[config.mk]
export PLATFORM = sky130hd
export DESIGN_NAME = peer_clock_sync_level_protocol_unit
export DESIGN_NICKNAME = d
export VERILOG_FILES = /design/src/pcs_pkg.sv /design/src/peer_clock_sync_level_protocol_unit.sv /design/src/pcs_front.sv /design/src/pcs_back.sv
export SDC_FILE = /design/constraint.sdc
export NUM_CORES = 2
export LEC_CHECK = 0
export BUFFER_PORTS_ARGS = -buffer_cell sky130_fd_sc_hd__buf_2
export CORE_ASPECT_RATIO = 2
export CORE_UTILIZATION = 45
export DETAILED_ROUTE_END_ITERATION = 8
export GPL_TIMING_DRIVEN = 0
export SLEW_MARGIN = 20
export SYNTH_ARGS = -nofsm -noshare
export SYNTH_HDL_FRONTEND = slang
export SYNTH_HIERARCHICAL = 1
export SYNTH_SLANG_ARGS = --single-unit
[constraint.sdc]
create_clock -name clk_i -period 19.86 [get_ports clk_i]
set_input_delay 0.993 -clock clk_i [delete_from_list [all_inputs] [get_ports clk_i]]
set_output_delay 0.993 -clock clk_i [all_outputs]
set_load 0.005 [all_outputs]
[src/pcs_pkg.sv]
// shared types and constants of the peer clock sync engine
package pcs_pkg;

  typedef enum logic [2:0] {
    OP_TICK       = 3'd0,
    OP_SYNC_START = 3'd1,
    OP_LEADER     = 3'd2,
    OP_DELAY_REQ  = 3'd3,
    OP_DELAY_RESP = 3'd4,
    OP_GET_TIME   = 3'd5,
    OP_BAD        = 3'd6
  } op_e;

  typedef enum logic [2:0] {
    ACT_NONE       = 3'd0,
    ACT_BCAST      = 3'd1,
    ACT_DELAY_REQ  = 3'd2,
    ACT_DELAY_RESP = 3'd3,
    ACT_TIME_REPLY = 3'd4,
    ACT_ERROR      = 3'd5
  } act_e;

  localparam logic [1:0] REG_SYNC_LOSS    = 2'd0;
  localparam logic [1:0] REG_EXCHANGE     = 2'd1;
  localparam logic [1:0] REG_START_PERIOD = 2'd2;
  localparam logic [1:0] REG_LEADER_DELAY = 2'd3;

  localparam logic [19:0] SYNC_LOSS_RST    = 20'd20000;
  localparam logic [19:0] EXCHANGE_RST     = 20'd10000;
  localparam logic [19:0] START_PERIOD_RST = 20'd5000;
  localparam logic [19:0] LEADER_DELAY_RST = 20'd2000;

  localparam logic [7:0] LEVEL_NONE     = 8'd255;
  localparam logic [7:0] LEVEL_NO_BCAST = 8'd254;

  typedef struct packed {
    logic [19:0] sync_loss;
    logic [19:0] exchange;
    logic [19:0] start_period;
    logic [19:0] leader_delay;
  } cfg_t;

  typedef struct packed {
    op_e         op;
    logic [47:0] sender;
    logic        conn;
    logic        len_ok;
    logic [7:0]  level;
    logic [63:0] stamp;
    logic [63:0] now;
    logic        peers;
  } item_t;

  typedef struct packed {
    act_e        action;
    logic [7:0]  out_level;
    logic [63:0] out_stamp;
    logic [7:0]  node_level;
  } res_t;

endpackage

[src/peer_clock_sync_level_protocol_unit.sv]
// top level of the peer clock sync engine: register port, front end and engine
// Usage: events are pushed as words on the input queue (push/full); every word
// yields exactly one result word on the output queue (empty/pop), in order.
// A word is registered in the front queue, and the engine writes its result
// into the result queue, from which it reaches the result ports.
// Throughput is one word per cycle while the result queue has room: the engine
// updates the whole sync state at once, and that state loop sets the rate.
// Both queues are two words deep; when the receiver stops popping, the result
// queue fills, the engine holds, the front queue fills and full rises.
// Timeout and period registers sit on an APB-style port at byte addresses
// 0, 4, 8 and 12 (20 bits each); write them only while the block is idle.
// Reset empties both queues, puts the node at level 255, unsynced, not
// leader, with zeroed offset, stamps and timers and default timeouts.
module peer_clock_sync_level_protocol_unit (
  input  logic        clk_i,
  input  logic        rst_ni,
  input  logic        psel,
  input  logic        penable,
  input  logic        pwrite,
  input  logic [3:0]  paddr,
  input  logic [31:0] pwdata,
  output logic [31:0] prdata,
  output logic        pready,
  input  logic        push,
  output logic        full,
  input  logic [2:0]  op_i,
  input  logic [47:0] sender_i,
  input  logic        sender_connected_i,
  input  logic        length_ok_i,
  input  logic [7:0]  level_in_i,
  input  logic [63:0] stamp_in_i,
  input  logic [63:0] now_ms_i,
  input  logic        have_peers_i,
  output logic        empty,
  input  logic        pop,
  output logic [2:0]  action_o,
  output logic [7:0]  out_level_o,
  output logic [63:0] out_stamp_o,
  output logic [7:0]  node_level_o
);
  import pcs_pkg::*;

  cfg_t  cfg_q;
  item_t item;
  res_t  res;
  logic  item_valid, item_take, cfg_wr;

  assign pready = 1'b1;
  assign cfg_wr = psel && penable && pwrite;

  always_ff @(posedge clk_i or negedge rst_ni) begin
    if (!rst_ni) begin
      cfg_q <= '{sync_loss: SYNC_LOSS_RST, exchange: EXCHANGE_RST,
                 start_period: START_PERIOD_RST, leader_delay: LEADER_DELAY_RST};
    end else if (cfg_wr) begin
      unique case (paddr[3:2])
        REG_SYNC_LOSS:    cfg_q.sync_loss    <= pwdata[19:0];
        REG_EXCHANGE:     cfg_q.exchange     <= pwdata[19:0];
        REG_START_PERIOD: cfg_q.start_period <= pwdata[19:0];
        REG_LEADER_DELAY: cfg_q.leader_delay <= pwdata[19:0];
        default:          cfg_q              <= cfg_q;
      endcase
    end
  end

  always_comb begin
    unique case (paddr[3:2])
      REG_SYNC_LOSS:    prdata = {12'd0, cfg_q.sync_loss};
      REG_EXCHANGE:     prdata = {12'd0, cfg_q.exchange};
      REG_START_PERIOD: prdata = {12'd0, cfg_q.start_period};
      REG_LEADER_DELAY: prdata = {12'd0, cfg_q.leader_delay};
      default:          prdata = 32'd0;
    endcase
  end

  pcs_front u_front (
    .clk_i,
    .rst_ni,
    .push,
    .full,
    .op_i,
    .sender_i,
    .sender_connected_i,
    .length_ok_i,
    .level_in_i,
    .stamp_in_i,
    .now_ms_i,
    .have_peers_i,
    .valid_o (item_valid),
    .item_o  (item),
    .take_i  (item_take)
  );

  pcs_back u_back (
    .clk_i,
    .rst_ni,
    .cfg_i   (cfg_q),
    .valid_i (item_valid),
    .item_i  (item),
    .take_o  (item_take),
    .empty,
    .pop,
    .res_o   (res)
  );

  assign action_o     = res.action;
  assign out_level_o  = res.out_level;
  assign out_stamp_o  = res.out_stamp;
  assign node_level_o = res.node_level;

endmodule

[src/pcs_front.sv]
// front end: takes words, classifies the op and queues them for the engine
module pcs_front (
  input  logic                 clk_i,
  input  logic                 rst_ni,
  input  logic                 push,
  output logic                 full,
  input  logic [2:0]           op_i,
  input  logic [47:0]          sender_i,
  input  logic                 sender_connected_i,
  input  logic                 length_ok_i,
  input  logic [7:0]           level_in_i,
  input  logic [63:0]          stamp_in_i,
  input  logic [63:0]          now_ms_i,
  input  logic                 have_peers_i,
  output logic                 valid_o,
  output pcs_pkg::item_t       item_o,
  input  logic                 take_i
);
  import pcs_pkg::*;

  item_t       mem_q [2];
  logic        wptr_q, rptr_q;
  logic [1:0]  cnt_q, cnt_d;
  item_t       item_in;
  op_e         op_cls;
  logic        wr_en, rd_en;

  always_comb begin
    unique case (op_i)
      3'd0:    op_cls = OP_TICK;
      3'd1:    op_cls = OP_SYNC_START;
      3'd2:    op_cls = OP_LEADER;
      3'd3:    op_cls = OP_DELAY_REQ;
      3'd4:    op_cls = OP_DELAY_RESP;
      3'd5:    op_cls = OP_GET_TIME;
      default: op_cls = OP_BAD;
    endcase
  end

  assign item_in = '{op: op_cls, sender: sender_i, conn: sender_connected_i,
                     len_ok: length_ok_i, level: level_in_i, stamp: stamp_in_i,
                     now: now_ms_i, peers: have_peers_i};

  assign full    = (cnt_q == 2'd2);
  assign valid_o = (cnt_q != 2'd0);
  assign item_o  = mem_q[rptr_q];
  assign wr_en   = push && !full;
  assign rd_en   = take_i && valid_o;

  always_comb begin
    cnt_d = cnt_q;
    if (wr_en && !rd_en) cnt_d = cnt_q + 2'd1;
    else if (!wr_en && rd_en) cnt_d = cnt_q - 2'd1;
  end

  always_ff @(posedge clk_i) begin
    if (wr_en) mem_q[wptr_q] <= item_in;
  end

  always_ff @(posedge clk_i or negedge rst_ni) begin
    if (!rst_ni) begin
      wptr_q <= 1'b0;
      rptr_q <= 1'b0;
      cnt_q  <= 2'd0;
    end else begin
      if (wr_en) wptr_q <= ~wptr_q;
      if (rd_en) rptr_q <= ~rptr_q;
      cnt_q <= cnt_d;
    end
  end

endmodule

[src/pcs_back.sv]
// back end: sync state machine update and result queue
module pcs_back (
  input  logic                 clk_i,
  input  logic                 rst_ni,
  input  pcs_pkg::cfg_t        cfg_i,
  input  logic                 valid_i,
  input  pcs_pkg::item_t       item_i,
  output logic                 take_o,
  output logic                 empty,
  input  logic                 pop,
  output pcs_pkg::res_t        res_o
);
  import pcs_pkg::*;

  typedef struct packed {
    logic [63:0] offset;
    logic [63:0] t1;
    logic [63:0] d1;
    logic [63:0] t3;
    logic [7:0]  exp_level;
    logic        synced;
    logic [47:0] peer_id;
    logic [7:0]  peer_level;
    logic [7:0]  level;
  } sync_t;

  localparam sync_t SYNC_CLEAR = '{offset: 64'd0, t1: 64'd0, d1: 64'd0, t3: 64'd0,
                                   exp_level: 8'd0, synced: 1'b0, peer_id: 48'd0,
                                   peer_level: LEVEL_NONE, level: LEVEL_NONE};

  sync_t       s_q, s_d;
  logic [47:0] cand_id_q, cand_id_d;
  logic [7:0]  cand_level_q, cand_level_d;
  logic        inx_q, inx_d;
  logic [1:0]  lf_q, lf_d;
  logic [63:0] mark0_q, mark0_d, mark1_q, mark1_d, mark2_q, mark2_d;
  res_t        res;

  res_t        rq_q [2];
  logic        wptr_q, rptr_q;
  logic [1:0]  cnt_q, cnt_d;
  logic        fire, rd_en;

  assign fire   = valid_i && (cnt_q != 2'd2);
  assign take_o = fire;
  assign rd_en  = pop && !empty;
  assign empty  = (cnt_q == 2'd0);
  assign res_o  = rq_q[rptr_q];

  always_comb begin
    logic        leading, start_pend, from_peer;
    logic [63:0] now, d2;
    logic [64:0] sum, rnd;
    act_e        act;
    leading      = lf_q[0];
    start_pend   = lf_q[1];
    now          = item_i.now;
    s_d          = s_q;
    cand_id_d    = cand_id_q;
    cand_level_d = cand_level_q;
    inx_d        = inx_q;
    mark0_d      = mark0_q;
    mark1_d      = mark1_q;
    mark2_d      = mark2_q;
    act          = ACT_NONE;
    from_peer    = (item_i.sender == s_q.peer_id);
    // offset: halve the 65-bit sum toward zero
    d2  = s_q.t3 - item_i.stamp;
    sum = {s_q.d1[63], s_q.d1} + {d2[63], d2};
    rnd = sum + {64'd0, sum[64]};

    unique case (item_i.op)
      OP_TICK: begin
        if ((now - mark1_q) >= {44'd0, cfg_i.sync_loss} && s_d.synced) s_d = SYNC_CLEAR;
        if ((now - s_d.t3) >= {44'd0, cfg_i.exchange} && inx_d) begin
          inx_d        = 1'b0;
          cand_id_d    = 48'd0;
          cand_level_d = LEVEL_NONE;
        end
        if (((start_pend && (now - mark2_d) >= {44'd0, cfg_i.leader_delay}) ||
             (!start_pend && (now - mark0_d) >= {44'd0, cfg_i.start_period})) &&
            s_d.level < LEVEL_NO_BCAST && item_i.peers) begin
          act        = ACT_BCAST;
          start_pend = 1'b0;
          mark0_d    = now;
        end
      end
      OP_SYNC_START: begin
        if (!((!inx_q || from_peer) && !leading)) act = ACT_ERROR;
        else if (!item_i.conn) act = ACT_ERROR;
        else if (inx_q && from_peer && s_q.synced) mark1_d = now;
        else if (!inx_q) begin
          if (!item_i.len_ok) act = ACT_ERROR;
          else begin
            if (from_peer && s_q.synced) begin
              if (item_i.level < s_q.peer_level) begin
                cand_id_d      = s_q.peer_id;
                cand_level_d   = s_q.peer_level;
                s_d.peer_level = item_i.level;
                inx_d          = 1'b1;
                mark1_d        = now;
              end else if (item_i.level >= s_q.level) begin
                s_d   = SYNC_CLEAR;
                inx_d = 1'b0;
              end else begin
                mark1_d = now;
              end
            end else if (({1'b0, item_i.level} + 9'd2) <= {1'b0, s_q.level}) begin
              cand_id_d    = item_i.sender;
              cand_level_d = item_i.level;
              inx_d        = 1'b1;
            end else begin
              act = ACT_ERROR;
            end
            if (inx_d) begin
              s_d.t1        = item_i.stamp;
              s_d.d1        = now - item_i.stamp;
              s_d.exp_level = item_i.level;
              s_d.t3        = now;
              act           = ACT_DELAY_REQ;
            end
          end
        end
      end
      OP_LEADER: begin
        if (!item_i.len_ok) act = ACT_ERROR;
        else if (item_i.level == 8'd0 && s_q.level != 8'd0) begin
          leading    = 1'b1;
          start_pend = 1'b1;
          mark2_d    = now;
          s_d        = SYNC_CLEAR;
          s_d.level  = 8'd0;
          inx_d      = 1'b0;
        end else if (item_i.level == LEVEL_NONE && s_q.level == 8'd0) begin
          s_d        = SYNC_CLEAR;
          leading    = 1'b0;
          start_pend = 1'b0;
        end else if (s_q.level != 8'd0) act = ACT_ERROR;
      end
      OP_DELAY_REQ: act = (item_i.conn && item_i.len_ok) ? ACT_DELAY_RESP : ACT_ERROR;
      OP_DELAY_RESP: begin
        if (!inx_q || !item_i.conn || item_i.sender != cand_id_q || !item_i.len_ok)
          act = ACT_ERROR;
        else begin
          if (s_q.t3 > now || (now - s_q.t3) >= {44'd0, cfg_i.exchange} ||
              item_i.stamp < s_q.t1) act = ACT_ERROR;
          else if (s_q.exp_level == item_i.level) begin
            s_d.offset     = rnd[64:1];
            s_d.level      = item_i.level + 8'd1;
            s_d.peer_id    = cand_id_q;
            s_d.peer_level = cand_level_q;
            s_d.synced     = 1'b1;
            mark1_d        = now;
          end else act = ACT_ERROR;
          inx_d = 1'b0;
        end
      end
      OP_GET_TIME: act = item_i.len_ok ? ACT_TIME_REPLY : ACT_ERROR;
      default:     act = ACT_ERROR;
    endcase

    lf_d = {start_pend, leading};
    res.action     = act;
    res.node_level = s_d.level;
    if (act == ACT_BCAST || act == ACT_DELAY_RESP || act == ACT_TIME_REPLY) begin
      res.out_level = s_d.level;
      res.out_stamp = now - s_d.offset;
    end else begin
      res.out_level = 8'd0;
      res.out_stamp = 64'd0;
    end
  end

  always_comb begin
    cnt_d = cnt_q;
    if (fire && !rd_en) cnt_d = cnt_q + 2'd1;
    else if (!fire && rd_en) cnt_d = cnt_q - 2'd1;
  end

  always_ff @(posedge clk_i) begin
    if (fire) rq_q[wptr_q] <= res;
  end

  always_ff @(posedge clk_i or negedge rst_ni) begin
    if (!rst_ni) begin
      s_q          <= SYNC_CLEAR;
      cand_id_q    <= 48'd0;
      cand_level_q <= LEVEL_NONE;
      inx_q        <= 1'b0;
      lf_q         <= 2'd0;
      mark0_q      <= 64'd0;
      mark1_q      <= 64'd0;
      mark2_q      <= 64'd0;
      wptr_q       <= 1'b0;
      rptr_q       <= 1'b0;
      cnt_q        <= 2'd0;
    end else begin
      if (fire) begin
        s_q          <= s_d;
        cand_id_q    <= cand_id_d;
        cand_level_q <= cand_level_d;
        inx_q        <= inx_d;
        lf_q         <= lf_d;
        mark0_q      <= mark0_d;
        mark1_q      <= mark1_d;
        mark2_q      <= mark2_d;
        wptr_q       <= ~wptr_q;
      end
      if (rd_en) rptr_q <= ~rptr_q;
      cnt_q <= cnt_d;
    end
  end

endmodule
Word level (Yosys, flattened, before mapping)
Memory sizes are Yosys's and may differ from the RTL's.
Cells that the tools add are included.
{"block": "word_totals", "out_inout_bits": 118, "elab_cells": 294, "ram_bits": 546, "mem_count": 2, "ff_bits": 668}
{"memory": "u_front.mem_q", "depth": 2, "word_bits": 190, "read_ports": 1, "rd_clocked_by_memory_dff": 0, "wr": 1, "line": "pcs_front.sv:21", "rtl": "item_t mem_q [2];"}
{"memory": "u_back.rq_q", "depth": 2, "word_bits": 83, "read_ports": 1, "rd_clocked_by_memory_dff": 0, "wr": 1, "line": "pcs_back.sv:39", "rtl": "res_t rq_q [2];"}
{"block": "classes", "bitwise_logic": 4, "eq_ne": 49, "add_sub_neg": 16, "n_mux": 111, "n_reduce_logical": 74, "magnitude_cmp": 11}
{"op": "two-way mux 329 bit", "count": 12}
{"op": "two-way mux 64 bit", "count": 14}
{"op": "one-hot mux 200 bit (3 select lines)", "count": 1}
{"op": "subtractor 64 bit", "count": 8}
{"op": "two-way mux 48 bit", "count": 9}
{"op": ">= comparator 64 x 20 -> 1 bit", "count": 5}
{"op": "two-way mux 313 bit", "count": 1}
{"op": "one-hot mux 65 bit (4 select lines)", "count": 1}
{"op": "one-hot mux 64 bit (4 select lines)", "count": 1}
{"op": "two-way mux 200 bit", "count": 1}
{"op": "two-way mux 65 bit", "count": 3}
{"op": "one-hot mux 32 bit (4 select lines)", "count": 1}
{"op": "one-hot mux 64 bit (2 select lines)", "count": 1}
{"op": "one-hot mux 48 bit (2 select lines)", "count": 1}
{"op": "two-way mux 8 bit", "count": 11}
{"op": "two-way mux 72 bit", "count": 1}
{"op": "adder 64 x 64 -> 65 bit", "count": 1}
{"op": "adder 65 x 1 -> 65 bit", "count": 1}
{"op": "> comparator 64 bit", "count": 1}
{"op": "less-than comparator 64 bit", "count": 1}
{"op": "equality test 48 bit", "count": 1}
{"op": "two-way mux 3 bit", "count": 16}
{"op": "!= test 48 bit", "count": 1}
{"op": "one-hot mux 3 bit (6 select lines)", "count": 2}
{"op": "other kinds (47)", "count": 170}

Longest topological paths before layout
An unclocked memory read counts as a cell.
{"block": "depth", "ltp_word": 22, "mapped_depth": 58}

Cells and area by module
The synthesis kept the hierarchy.
{"module": "pcs_back", "n_inst": 1, "cells_per_inst": 8944, "area_each_um2": 72076.6}
{"module": "pcs_front", "n_inst": 1, "cells_per_inst": 613, "area_each_um2": 14042.2}
{"module": "peer_clock_sync_level_protocol_unit", "n_inst": 1, "cells_per_inst": 214, "area_each_um2": 3578.4}

Worst setup path before layout
OpenSTA, ideal clock, no wires.
{"block": "synth_timing", "kind": "reg2reg", "from": "register u_front.rptr_q", "to": "memory u_back/rq_q[0][64] (netlist bit), data pin", "synth_period_minus_slack_ns": 11.450, "path_stages_with_launch": 52, "setup_ns": 0.270, "arrival_ns": 11.180, "path_slack_ns": 8.410, "required_time_ns": 19.590, "path_cell_list": "dfrtp_1 buf_6 clkbuf_8 mux2_2 ha_1 a21o_1 or3_1 o211ai_1 nand2_1 a21o_1 a21o_1 a31oi_1 o21bai_1 a21oi_1 xnor2_1 ha_1 a21oi_1 nand4_1 [... 16 more ...] inv_1 fa_1 a21o_1 a21o_1 a2111oi_0 nor4b_1 o2111ai_1 o21ai_0 nor3b_1 o31ai_1 a22o_1 a221oi_1 a211oi_1 a211oi_1 nor2_1 a311oi_1 xor2_1 nor2_1"}
{"item": "start: declaration", "line": "pcs_front.sv:22", "rtl": "logic wptr_q, rptr_q;"}
{"item": "start signal: assignment", "line": "pcs_front.sv:67", "rtl": "if (rd_en) rptr_q <= ~rptr_q;"}
{"item": "end: declaration", "line": "pcs_back.sv:39"}

==> flow_metrics.tcl <==
set metrics [dict create \
    status "complete, but fails checks" \
    violations "design-rule violations" \
    holdWs_ns 0.06572 \
    grt_pass1_vias 80678 \
    fin_area_um2 99700 \
    grt_pass1_wl_um 532100 \
    cap_viol_max_count 0 \
    cp.required_ns 20.59 \
    slowest_delay_ns 0.81 \
    numCtsBuffers 113 \
    fin_crit_ns 19.55 \
    htree_levels 3 \
    wirelength_um 371900 \
    slew_viol_final 0 \
    vias_per_cell 6.130 \
    grt_usage_pct 36.24 \
    grt_max_degree 90 \
    num_rows 231 \
    startpoint_type "register" \
    synth_cells 9771 \
    yosys.area.top_type "edfxtp_1" \
    synthTopCellsByArea "edfxtp_1 (18%), dfrtp_1 (17%), ha_1 (11%)" \
    portBuffers 323 \
    cts_tree "done" \
    hpwlAfterDp_um 296500 \
    max_slew_margin_pct 15.23 \
    seq_area_frac_synth_pct 36.98 \
    setup_viol 0 \
    first_iter_violations 5629 \
    cp.arrival_ns 20.28 \
    tns_ns 0 \
    syn_area_per_cell_um2 9.180 \
    synth_edf_count 546 \
    start_util_pct 45.31 \
    drt-wirelength-per-cell_um 28.71 \
    r2r_slack_ns 0.31 \
    grt_setup_unrepaired "no" \
    dr.pass1.iters 9 \
    leakage_nw 41.52 \
    synth.ff_latch_count 1214 \
    clock_sinks 1214 \
    die_x_um 317.7 \
    die_area_um2 201200 \
    antenna_left 0 \
    crit_slowest_cell "a2111oi_0" \
    async_flop_share_pct 55.02 \
    yosysUniqueCellTypes 107 \
    cp_max_fo 10 \
    final_cell_mix "nand2_1 (1096), ha_1 (762), inv_1 (718)" \
    post-route-util_pct 50.36 \
    grt_antenna_before_repair 18 \
    final.period_utilization_pct 98.43 \
    ys.flop_type "dfrtp_1" \
    clk_pin_slew_ns 0.07 \
    yosysWarnings 6 \
    finClkSkew_ns 0.09624 \
    tightest_slew_ns 1.258 \
    cpMostUsedCell "ha_1" \
    grt_overflow 0 \
    cp-end-kind "register" \
    max_freq_mhz 51.16 \
    mostFrequentLayoutCell "nand2_1" \
    synth_top_area_share_pct 18.28 \
    drive_gt1_share_pct 12.38 \
    power_w 0.01919 \
    placedInstanceArea_um2 95570 \
    hold_class "in2async" \
    cts_root_buf "clkbuf_16" \
    power_density_nw_per_um2 192.4 \
    gp_congestion 1.067 \
    synth_area_um2 89700 \
    vias 79391 \
    clock_latency_ns 0.84 \
    core_area_um2 198000 \
    pin_count 351 \
    nNetsFinal 11272 \
    fp.dieH_um 633.4 \
    syn2layout_area_growth_pct 11.15 \
    hold_viol 0 \
    ir_drop_mv 0.1148 \
    clock_path_buffers 3 \
    drc 5 \
    critical_path_class "reg2reg" \
]
layout make-up:
cell class / instances / area, um^2
antenna: 19 / 47.55
buffer: 416 / 1984
clock buffer: 146 / 3074
clock inverter: 70 / 922.1
fill: 18737 / 98280
inverter: 718 / 2695
multi-input combinational: 7434 / 52090
sequential: 1214 / 33170
tap: 2563 / 3207
timing repair buffer: 371 / 2514
power by group:
part / switching [W] / internal [W] / total, W
registers: 0.000280 / 0.00342 / 0.00370
logic: 0.00865 / 0.00445 / 0.0131
clock network: 0.00109 / 0.00130 / 0.00239
kinds of logic after synthesis:
kind of cell / after synthesis / share of synthesized area, %
AND/OR/NAND/NOR: 2795 / 14.77
AO/OA/AOI/OAI: 2783 / 20.18
multiplexers: 497 / 6.429
other: 2 / 0.008373
flip-flops: 1214 / 36.98
adder cells (fa/ha/maj): 771 / 10.83
buffers and inverters: 1134 / 5.192
XOR/XNOR: 575 / 5.615
what timing repair did:
action,in CTS,in global routing
setup endpoints to repair,57,57
resized for setup,3,3
buffers inserted,0,3
hold buffers,0,0
worst paths after layout:
path	from	to	depth (start not counted)
setup / recovery	u_front/rptr_q	u_back/cand_id_q[44]	54
hold / removal	rst_ni	u_back/s_q[60]	1
setup reg to reg	u_front/rptr_q	u_back/cand_id_q[44]	54
hold reg to reg	u_back/s_q[215]	u_back/s_q[215]	2
max in group asynchronous	rst_ni	u_back/s_q[293]	4
min in group clk_i	now_ms_i[26]	u_front/mem_q[1][27]	1
registers in the layout, summed over array words and instances, names as in the netlist:
name	count
cfg_q	80
u_front/cnt_q	2
u_back/mark1_q	64
u_front/mem_q	380
u_back/cand_id_q	48
u_back/rptr_q	1
u_front/wptr_q	1
u_back/mark2_q	64
u_front/rptr_q	1
u_back/inx_q	1
u_back/cand_level_q	8
u_back/wptr_q	1
u_back/rq_q	166
u_back/lf_q	2
u_back/s_q	329
u_back/cnt_q	2
u_back/mark0_q	64
routing by layer:
layer	GRT usage [%]	wire, um	up-vias
met5	0	31	-
met4	36.98	45390	4
met3	5.582	18180	1177
met2	65.82	187000	2793
met1	33.83	121300	38799
li1	-	-	36618
metrics by stage:
| stage | cells | worst slack (ns) |
|---|---|---|
| floorplan | 9782 | 8.410 |
| CTS | 12927 | 0.05007 |
| detailed placement | 12711 | -0.7362 |
| global route | 12946 | 0.4378 |
| global placement | 12668 | -1.955 |
| finish | 12951 | 0.3126 |
cells in the mapped netlist, drive strengths merged, types with 24 or more instances:
cell     number
a2111oi      29
a211o        32
a211oi       84
a21boi       47
a21o        346
a21oi       657
a22oi        61
a31oi        78
and2         48
and3         73
buf         110
clkbuf      306
dfrtp       623
dfstp        45
edfxtp      546
ha          762
inv         718
mux2        433
mux2i        44
nand2      1098
nand2b       88
nand3       223
nand4       176
nor2        524
nor2b        87
nor3        167
nor3b        29
nor4         86
o2111ai      24
o211ai       69
o21a        102
o21ai       707
o21bai       83
o22ai        31
o31ai       207
or2          35
or3          52
xnor2       320
xor2        255
critical path, delay by kind of cell, from the launching register on:
kind	cells	cell delay, ns
DFF	1	0.38
xor gates and xnor gates	1	0.14
AOI/OAI and AO/OA	20	7.66
muxes	1	0.40
adders and majority gates	5	1.67
and+or+nand+nor	19	6.40
buffers and inverters	8	2.69
Note: power is estimated with default switching activity, not from simulation.
